$ cat src/rtl/rita_pkg.sv
`default_nettype none

package rita_pkg;

    // Configuration register indexes
    localparam logic [1:0] CFG_RADIX     = 2'd0;
    localparam logic [1:0] CFG_TABLE_LOW  = 2'd1;
    localparam logic [1:0] CFG_TABLE_HIGH = 2'd2;

    localparam int unsigned CFG_INDEX_W = 2;
    localparam int unsigned CFG_DATA_W  = 64;
    localparam int unsigned RADIX_W     = 5;

    localparam logic [RADIX_W-1:0] MIN_RADIX = 5'd2;
    localparam logic [RADIX_W-1:0] MAX_RADIX = 5'd16;

    localparam logic [RADIX_W-1:0] RADIX_RESET      = 5'd10;
    localparam logic [63:0]        TABLE_LOW_RESET  = 64'h3736353433323130;
    localparam logic [63:0]        TABLE_HIGH_RESET = 64'h6665646362613938;

    localparam logic [7:0] MINUS_CHAR = 8'h2D;

    typedef struct packed {
        logic load;   // take a new value, clear the digit cells
        logic step;   // shift one magnitude bit through the cell row
        logic emit;   // move one character into the output register
    } rita_cmd_t;

    typedef struct packed {
        logic conv_done;  // this step is the final one of the conversion
        logic last_char;  // the next character to leave is the final one
        logic out_free;   // output register can take a character this cycle
    } rita_status_t;

endpackage

`default_nettype wire

$ cat src/rtl/radix_integer_to_ascii.sv
// Integer to ASCII text in a configurable base.
// Input item (s_axis): tdata holds the value, tuser the request type
// (0 signed two's complement, 1 unsigned). Only the low VALUE_BITS bits count.
// Output (m_axis): one character per item, most significant digit first, no
// leading zeros, a leading minus for a negative signed value; tlast marks the
// final character of each number.
// Configuration: write cfg_data to register cfg_index while cfg_we is high:
// 0 radix (2..16, clamped), 1 symbols for digits 0..7, 2 symbols for 8..15.
// Sequence: a load, then the magnitude bits pass through the row of
// digit cells (the bit stream climbs the row one cell a cycle), then one
// character a cycle while the receiver takes them; an N-character result
// has N at most VALUE_BITS+1.
// A stalled receiver holds the output register and pauses emission; the next
// item is taken as soon as the final character sits in the output register.
// Reset restores radix 10 and the table "0123456789abcdef" and empties the
// output register.
`default_nettype none

module radix_integer_to_ascii #(
    parameter int unsigned VALUE_BITS = 32
) (
    input  wire                                 aclk,
    input  wire                                 aresetn,
    input  wire                                 s_axis_tvalid,
    output logic                                s_axis_tready,
    input  wire [31:0]                          s_axis_tdata,  // value[31:0]
    input  wire                                 s_axis_tuser,  // req_type
    output logic                                m_axis_tvalid,
    input  wire                                 m_axis_tready,
    output logic [7:0]                          m_axis_tdata,  // character[7:0]
    output logic                                m_axis_tlast,
    input  wire                                 cfg_we,
    input  wire [rita_pkg::CFG_INDEX_W-1:0]     cfg_index,
    input  wire [rita_pkg::CFG_DATA_W-1:0]      cfg_data
);

    logic [rita_pkg::RADIX_W-1:0] radix_reg;
    logic [63:0]                  table_low_reg;
    logic [63:0]                  table_high_reg;
    logic [rita_pkg::RADIX_W-1:0] radix_eff;

    rita_pkg::rita_cmd_t    cmd;
    rita_pkg::rita_status_t status;

    always_ff @(posedge aclk) begin
        if (!aresetn) begin
            radix_reg      <= rita_pkg::RADIX_RESET;
            table_low_reg  <= rita_pkg::TABLE_LOW_RESET;
            table_high_reg <= rita_pkg::TABLE_HIGH_RESET;
        end else if (cfg_we) begin
            unique case (cfg_index)
                rita_pkg::CFG_RADIX:      radix_reg      <= cfg_data[rita_pkg::RADIX_W-1:0];
                rita_pkg::CFG_TABLE_LOW:  table_low_reg  <= cfg_data;
                rita_pkg::CFG_TABLE_HIGH: table_high_reg <= cfg_data;
                default: begin
                    // drop writes beyond the register list
                end
            endcase
        end
    end

    always_comb begin
        priority if (radix_reg < rita_pkg::MIN_RADIX) begin
            radix_eff = rita_pkg::MIN_RADIX;
        end else if (radix_reg > rita_pkg::MAX_RADIX) begin
            radix_eff = rita_pkg::MAX_RADIX;
        end else begin
            radix_eff = radix_reg;
        end
    end

    rita_ctrl u_ctrl (
        .aclk     (aclk),
        .aresetn  (aresetn),
        .in_valid (s_axis_tvalid),
        .in_ready (s_axis_tready),
        .status   (status),
        .cmd      (cmd)
    );

    rita_dp #(
        .VALUE_BITS (VALUE_BITS)
    ) u_dp (
        .aclk       (aclk),
        .aresetn    (aresetn),
        .cmd        (cmd),
        .status     (status),
        .req_type   (s_axis_tuser),
        .value      (s_axis_tdata),
        .radix      (radix_eff),
        .table_low  (table_low_reg),
        .table_high (table_high_reg),
        .out_ready  (m_axis_tready),
        .out_valid  (m_axis_tvalid),
        .out_char   (m_axis_tdata),
        .out_last   (m_axis_tlast)
    );

endmodule

`default_nettype wire

$ cat src/rtl/rita_ctrl.sv
`default_nettype none

module rita_ctrl (
    input  wire                  aclk,
    input  wire                  aresetn,
    input  wire                  in_valid,
    output logic                 in_ready,
    input  rita_pkg::rita_status_t status,
    output rita_pkg::rita_cmd_t    cmd
);

    localparam logic [1:0] ST_IDLE = 2'd0;
    localparam logic [1:0] ST_CONV = 2'd1;
    localparam logic [1:0] ST_EMIT = 2'd2;

    logic [1:0] state_reg;
    logic [1:0] state_next;

    assign in_ready = (state_reg == ST_IDLE);

    always_comb begin
        state_next = state_reg;
        cmd        = '0;
        unique case (state_reg)
            ST_IDLE: begin
                if (in_valid) begin
                    cmd.load   = 1'b1;
                    state_next = ST_CONV;
                end
            end
            ST_CONV: begin
                cmd.step = 1'b1;
                if (status.conv_done) begin
                    state_next = ST_EMIT;
                end
            end
            ST_EMIT: begin
                if (status.out_free) begin
                    cmd.emit = 1'b1;
                    if (status.last_char) begin
                        state_next = ST_IDLE;
                    end
                end
            end
            default: begin
                state_next = ST_IDLE;
            end
        endcase
    end

    always_ff @(posedge aclk) begin
        if (!aresetn) begin
            state_reg <= ST_IDLE;
        end else begin
            state_reg <= state_next;
        end
    end

endmodule

`default_nettype wire

$ cat src/rtl/rita_dp.sv
`default_nettype none

module rita_dp #(
    parameter int unsigned VALUE_BITS = 32
) (
    input  wire                                 aclk,
    input  wire                                 aresetn,
    input  rita_pkg::rita_cmd_t                 cmd,
    output rita_pkg::rita_status_t              status,
    input  wire                                 req_type,
    input  wire [31:0]                          value,
    input  wire [rita_pkg::RADIX_W-1:0]         radix,
    input  wire [63:0]                          table_low,
    input  wire [63:0]                          table_high,
    input  wire                                 out_ready,
    output logic                                out_valid,
    output logic [7:0]                          out_char,
    output logic                                out_last
);

    localparam int unsigned NCELLS = VALUE_BITS;
    localparam int unsigned TOP_W  = $clog2(NCELLS);
    localparam int unsigned STEP_W = $clog2(2 * VALUE_BITS);
    localparam logic [TOP_W-1:0]  TOP_MAX   = TOP_W'(NCELLS - 1);
    localparam logic [STEP_W-1:0] LAST_STEP = STEP_W'(VALUE_BITS + NCELLS - 2);

    logic [VALUE_BITS-1:0] mag_reg;
    logic [3:0]            cell_reg [NCELLS];
    logic [NCELLS-1:0]     carry_reg;
    logic [TOP_W-1:0]      top_reg;
    logic [STEP_W-1:0]     step_reg;
    logic                  minus_pend_reg;
    logic                  out_valid_reg;
    logic [7:0]            out_char_reg;
    logic                  out_last_reg;

    logic [VALUE_BITS+31:0] value_wide;
    logic [VALUE_BITS-1:0]  value_in;
    logic                   neg_in;
    logic [127:0]           symbols;
    logic [3:0]             digit_sel;
    logic [7:0]             symbol;

    assign value_wide = {{VALUE_BITS{1'b0}}, value};
    assign value_in   = value_wide[VALUE_BITS-1:0];
    assign neg_in     = !req_type && value_in[VALUE_BITS-1];

    assign symbols   = {table_high, table_low};
    assign digit_sel = cell_reg[top_reg];
    assign symbol    = symbols[{digit_sel, 3'b000} +: 8];

    assign status.conv_done = (step_reg == LAST_STEP);
    assign status.last_char = !minus_pend_reg && (top_reg == '0);
    assign status.out_free  = !out_valid_reg || out_ready;

    assign out_valid = out_valid_reg;
    assign out_char  = out_char_reg;
    assign out_last  = out_last_reg;

    // Magnitude, step count and sign
    always_ff @(posedge aclk) begin
        if (cmd.load) begin
            mag_reg        <= neg_in ? (~value_in + 1'b1) : value_in;
            step_reg       <= '0;
            minus_pend_reg <= neg_in;
        end else begin
            if (cmd.step) begin
                mag_reg  <= {mag_reg[VALUE_BITS-2:0], 1'b0};
                step_reg <= step_reg + 1'b1;
            end
            if (cmd.emit) begin
                minus_pend_reg <= 1'b0;
            end
        end
    end

    // Row of digit cells: each doubles its digit and adds the carry from below,
    // carries are registered so the bit stream ripples up one cell a cycle
    for (genvar i = 0; i < NCELLS; i++) begin : g_cell
        localparam logic [STEP_W:0] END_STEP = (STEP_W + 1)'(i + VALUE_BITS);

        logic       cin;
        logic [4:0] sum;
        logic       ge;
        logic       active;

        if (i == 0) begin : g_first
            assign cin = mag_reg[VALUE_BITS-1];
        end else begin : g_rest
            assign cin = carry_reg[i-1];
        end

        assign sum    = {cell_reg[i], cin};
        assign ge     = (sum >= radix);
        assign active = ({1'b0, step_reg} < END_STEP);

        always_ff @(posedge aclk) begin
            if (cmd.load) begin
                cell_reg[i]  <= '0;
                carry_reg[i] <= 1'b0;
            end else if (cmd.step) begin
                if (active) begin
                    cell_reg[i]  <= ge ? 4'(sum - radix) : sum[3:0];
                    carry_reg[i] <= ge;
                end else begin
                    carry_reg[i] <= 1'b0;
                end
            end
        end
    end

    // Highest used cell grows by at most one per step; it then walks down as digits leave
    always_ff @(posedge aclk) begin
        if (cmd.load) begin
            top_reg <= '0;
        end else if (cmd.step) begin
            if (carry_reg[top_reg] && (top_reg != TOP_MAX)) begin
                top_reg <= top_reg + 1'b1;
            end
        end else if (cmd.emit && !minus_pend_reg && (top_reg != '0)) begin
            top_reg <= top_reg - 1'b1;
        end
    end

    always_ff @(posedge aclk) begin
        if (!aresetn) begin
            out_valid_reg <= 1'b0;
        end else if (cmd.emit) begin
            out_valid_reg <= 1'b1;
        end else if (out_ready) begin
            out_valid_reg <= 1'b0;
        end
    end

    always_ff @(posedge aclk) begin
        if (cmd.emit) begin
            out_char_reg <= minus_pend_reg ? rita_pkg::MINUS_CHAR : symbol;
            out_last_reg <= status.last_char;
        end
    end

endmodule

`default_nettype wire
$ cat config.mk
export PLATFORM = sky130hd
export DESIGN_NAME = radix_integer_to_ascii
export DESIGN_NICKNAME = d
export VERILOG_FILES = /design/src/rtl/rita_pkg.sv /design/src/rtl/radix_integer_to_ascii.sv /design/src/rtl/rita_ctrl.sv /design/src/rtl/rita_dp.sv
export SDC_FILE = /design/constraint.sdc
export NUM_CORES = 1
export LEC_CHECK = 0
export ABC_AREA = 1
export BUFFER_PORTS_ARGS = -buffer_cell sky130_fd_sc_hd__buf_2
export CAP_MARGIN = 20
export CORE_MARGIN = 4
export CORE_UTILIZATION = 56
export CTS_CLUSTER_SIZE = 8
export DETAILED_ROUTE_END_ITERATION = 12
export PLACE_DENSITY = 0.73
export SYNTH_ARGS = -nofsm -noshare
export SYNTH_HDL_FRONTEND = slang
export SYNTH_SLANG_ARGS = --single-unit
export TNS_END_PERCENT = 100
$ cat constraint.sdc
create_clock -name aclk -period 8.6 [get_ports aclk]
set_clock_uncertainty 0.1 [all_clocks]
set_input_delay 1.29 -clock aclk [delete_from_list [all_inputs] [get_ports aclk]]
set_output_delay 1.29 -clock aclk [all_outputs]
set_load 0.01 [all_outputs]
==> flow_summary_export.csv <==
group,metric,value,unit
sta,fin_setup_tns,0,ns
synth,synth_nets,3187,
power_and_ir_drop,p_int,0.004648,W
power_and_ir_drop,power_switching,0.003688,W
critical_path,cpPeakStageDelay,0.72,ns
critical_path,crit_fanout,82,
synth,synthDistinctLibCells,40,
critical_path,crit_buf_inv,4,
power_and_ir_drop,combPwrFrac,47.1,%
routing,dr.pass1.iters,5,
power_and_ir_drop,power_frac_clock,22.1,%
power_and_ir_drop,p_per_area,332.6,mW/mm^2
grt,grt_max_degree,136,
critical_path,required,8.81,ns
grt,overflow,0,
clock_network,cts_tree,"yes",
routing,finalWirelength,65440,um
synth,ys_seq_area_share,38.72,%
sta,setup_viol,0,
sta,fin_crit_sh,60.11,%
sta,fmax,193.4,MHz
cells_and_area,layout-drive-gt1-share,7.248,%
clock_network,cts.sinks,353,
routing,postRouteAntennaNets,0,
critical_path,critPathSlowestCell,"dfxtp_2",
clock_network,cts-root-buf,"clkbuf_16",
cells_and_area,final_util,62.93,%
sta,rsz0062_at_grt,"false",
synth,synth_ff_type,"dfxtp_1",
synth,syn_area_per_cell,7.851,sq um
clock_network,htree_num_levels,2,
sta,period_needed,5.170,ns
synth,synth_enable_flop_cells,170,
place,routabilityCongestion,0.9549,
grt,grt_first_pass_wirelength,105100,um
critical_path,critPathMostFrequentCell,"nand3_1",
die,coreArea,0.03982,sq mm
power_and_ir_drop,p_leak,11.46,nW
die,die_w,209.1,um
cells_and_area,largest_reg_flops,128,
sta,hold_viol,0,
synth,synth_largest_area_cell,"edfxtp_1",
routing,vias_per_cell,5.990,
critical_path,path_cells,"buf_4 > inv_2 > buf_4 > nand2_1 > nand3_1 > nand3_1 > nand2_1 > nand2_1 > nand3_2 > nand2_2 > buf_4 > o21ai_0 > nand2_1 > nand3_1 > nand3_1 > nand3_1",
cells_and_area,n_antenna_cell,0,
sta,tightest_slew,1.122,ns
cells_and_area,syn_to_final_growth,10.68,%
critical_path,worstSetupStartpointType,"register",
sta,drv_slew,0,
power_and_ir_drop,max-vdd-ir-drop,226.6,uV
clock_network,hold_buffers,0,
critical_path,path_delay_family,"simple AND/OR/NAND/NOR gates",
die,io_pins,115,
status,outcome,"finished clean",
critical_path,worstPathArrival,5.38,ns
grt,grt_pass1_vias,20422,
power_and_ir_drop,pwr-share-seq,30.8,%
synth,async_flop_share,0,%
synth,syn_area,0.02264,sq mm
cells_and_area,fin_nets,3262,
place,dpl.hpwl,45700,um
place,port_buffers,114,
synth,ys_ff_latch,353,
critical_path,crit_path_end_kind,"register",
synth,netlist_instances,2884,
sta,slew_headroom,24.94,%
min_path,hold_path_class,"register to register",
routing,num_vias,21078,
synth,synth_top_area_share,22.55,%
clock_network,cts_buffers,50,
routing,drt-initial-drc-count,2252,
synth,ys_warn_count,0,
clock_network,cts_resized,0,
grt,antenna_found_initial,0,
die,fp.dieH,209.1,um
clock_network,post_cts_buffers,0,
synth,synth_area_leaders,"edfxtp_1 (23%), dfxtp_1 (16%), ha_1 (9.2%)",
clock_network,clk-insertion-delay-late,0.58,ns
die,die-area,0.04371,sq mm
clock_network,path_clk_slew,0.06,ns
die,rows,73,
flow_run,max-cap-violations,0,
clock_network,clockBufferDepth,3,
critical_path,crit_type,"register to register",
grt,grt_use_total,29.00,%
power_and_ir_drop,swShare,44.24,%
die,initial_core_util,56.86,%
critical_path,worst-r2r-setup-slack,3.43,ns
routing,drc,0,
routing,wire_per_inst,18.60,um
## power by group through the flow
stage	Sequential [W]	Clock [W]	Combinational, W
after floorplan	0.00241	0	0.00303
after global placement	0.00258	0	0.00365
after detailed placement	0.00259	0	0.00380
after CTS	0.00255	0.00186	0.00383
after global routing	0.00260	0.00193	0.00440
final	0.00257	0.00184	0.00393
## synthesized netlist by cell type (28+ instances only)
cell / n
fa_1: 33
a21o_1: 30
nand3_1: 277
o21ai_0: 256
nand4_1: 28
edfxtp_1: 170
nor2_1: 212
inv_1: 354
nand2_1: 535
xnor2_1: 34
ha_1: 166
dfxtp_1: 183
xor2_1: 53
nand3b_1: 30
o22ai_1: 41
a21oi_1: 217
clkbuf_1: 72
o211ai_1: 44
## per-stage QoR
step | hold WS (ns) | cell area, sq um | total power, W | cells | worst slack, ns
floorplan | 0.3200 | 22640 | 0.005434 | 2884 | 1.239
global placement | 0.3314 | 23550 | 0.006232 | 3428 | 3.832
detailed placement | 0.3345 | 23580 | 0.006390 | 3430 | 3.655
CTS | 0.3472 | 25010 | 0.008250 | 3517 | 3.628
global route | 0.3653 | 25060 | 0.008927 | 3519 | 3.044
finish | 0.3451 | 25060 | 0.008336 | 3519 | 3.430
## path summary, 6_finish.rpt
path                                        start                               to  depth (start not counted)
setup reg to reg                         register   u_dp.out_char[5]$_SDFFCE_PP1P_                         16
hold / removal    table_high_reg[62]$_SDFFE_PN1P_  table_high_reg[62]$_SDFFE_PN1P_                          2
hold reg to reg   table_high_reg[62]$_SDFFE_PN1P_  table_high_reg[62]$_SDFFE_PN1P_                          2
setup / recovery                         register   u_dp.out_char[5]$_SDFFCE_PP1P_                         16
## layout by cell type (no fill, tap or decap), types with 44 or more instances in the layout
cell,synthesis,final
buf_2,20,113
clkbuf_16,0,51
dfxtp_1,183,182
o211ai_1,44,44
o21ai_0,256,256
xor2_1,53,53
a21oi_1,217,216
edfxtp_1,170,170
nand3_1,277,277
inv_1,354,352
nand2_1,535,530
nor2_1,212,209
ha_1,166,166
## worst register-to-register path, cell delays in order (launching register included)
cell and delay [ns]:
dfxtp_2 0.72, buf_4 0.50, inv_2 0.31, buf_4 0.35
nand2_1 0.14, nand3_1 0.07, nand3_1 0.12, nand2_1 0.07
nand2_1 0.08, nand3_2 0.66, nand2_2 0.51, buf_4 0.67
o21ai_0 0.23, nand2_1 0.10, nand3_1 0.07, nand3_1 0.12
nand3_1 0.08
## cell type report
| type | count | area [sq um] |
|---|---|---|
| fillers | 3492 | 14760 |
| flip-flops and latches | 353 | 8770 |
| inverters | 360 | 1351 |
| clock inverters | 3 | 37.54 |
| clock buffers | 84 | 1400 |
| well taps | 525 | 656.9 |
| multi-input cells | 2057 | 12050 |
| repair buffers | 137 | 790.8 |
## kinds of logic after synthesis
logic type                 share of synthesized area (%)
AOI/OAI and AO/OA                                  16.75
xor gates and xnor gates                           3.365
adders and majority gates                          12.09
buffers and inverters                              8.267
DFF                                                38.72
and+or+nand+nor                                    20.80
## layer usage
layer  global-route usage [%]  wire length, um  up-vias
li1                         -                -    10024
met1                    40.06            27850     9986
met2                    46.75            30040      914
met3                    4.474             5482      154
met4                    10.19             2072        0
met5                        0                0        -
Note: power is estimated with default switching activity, not from simulation.
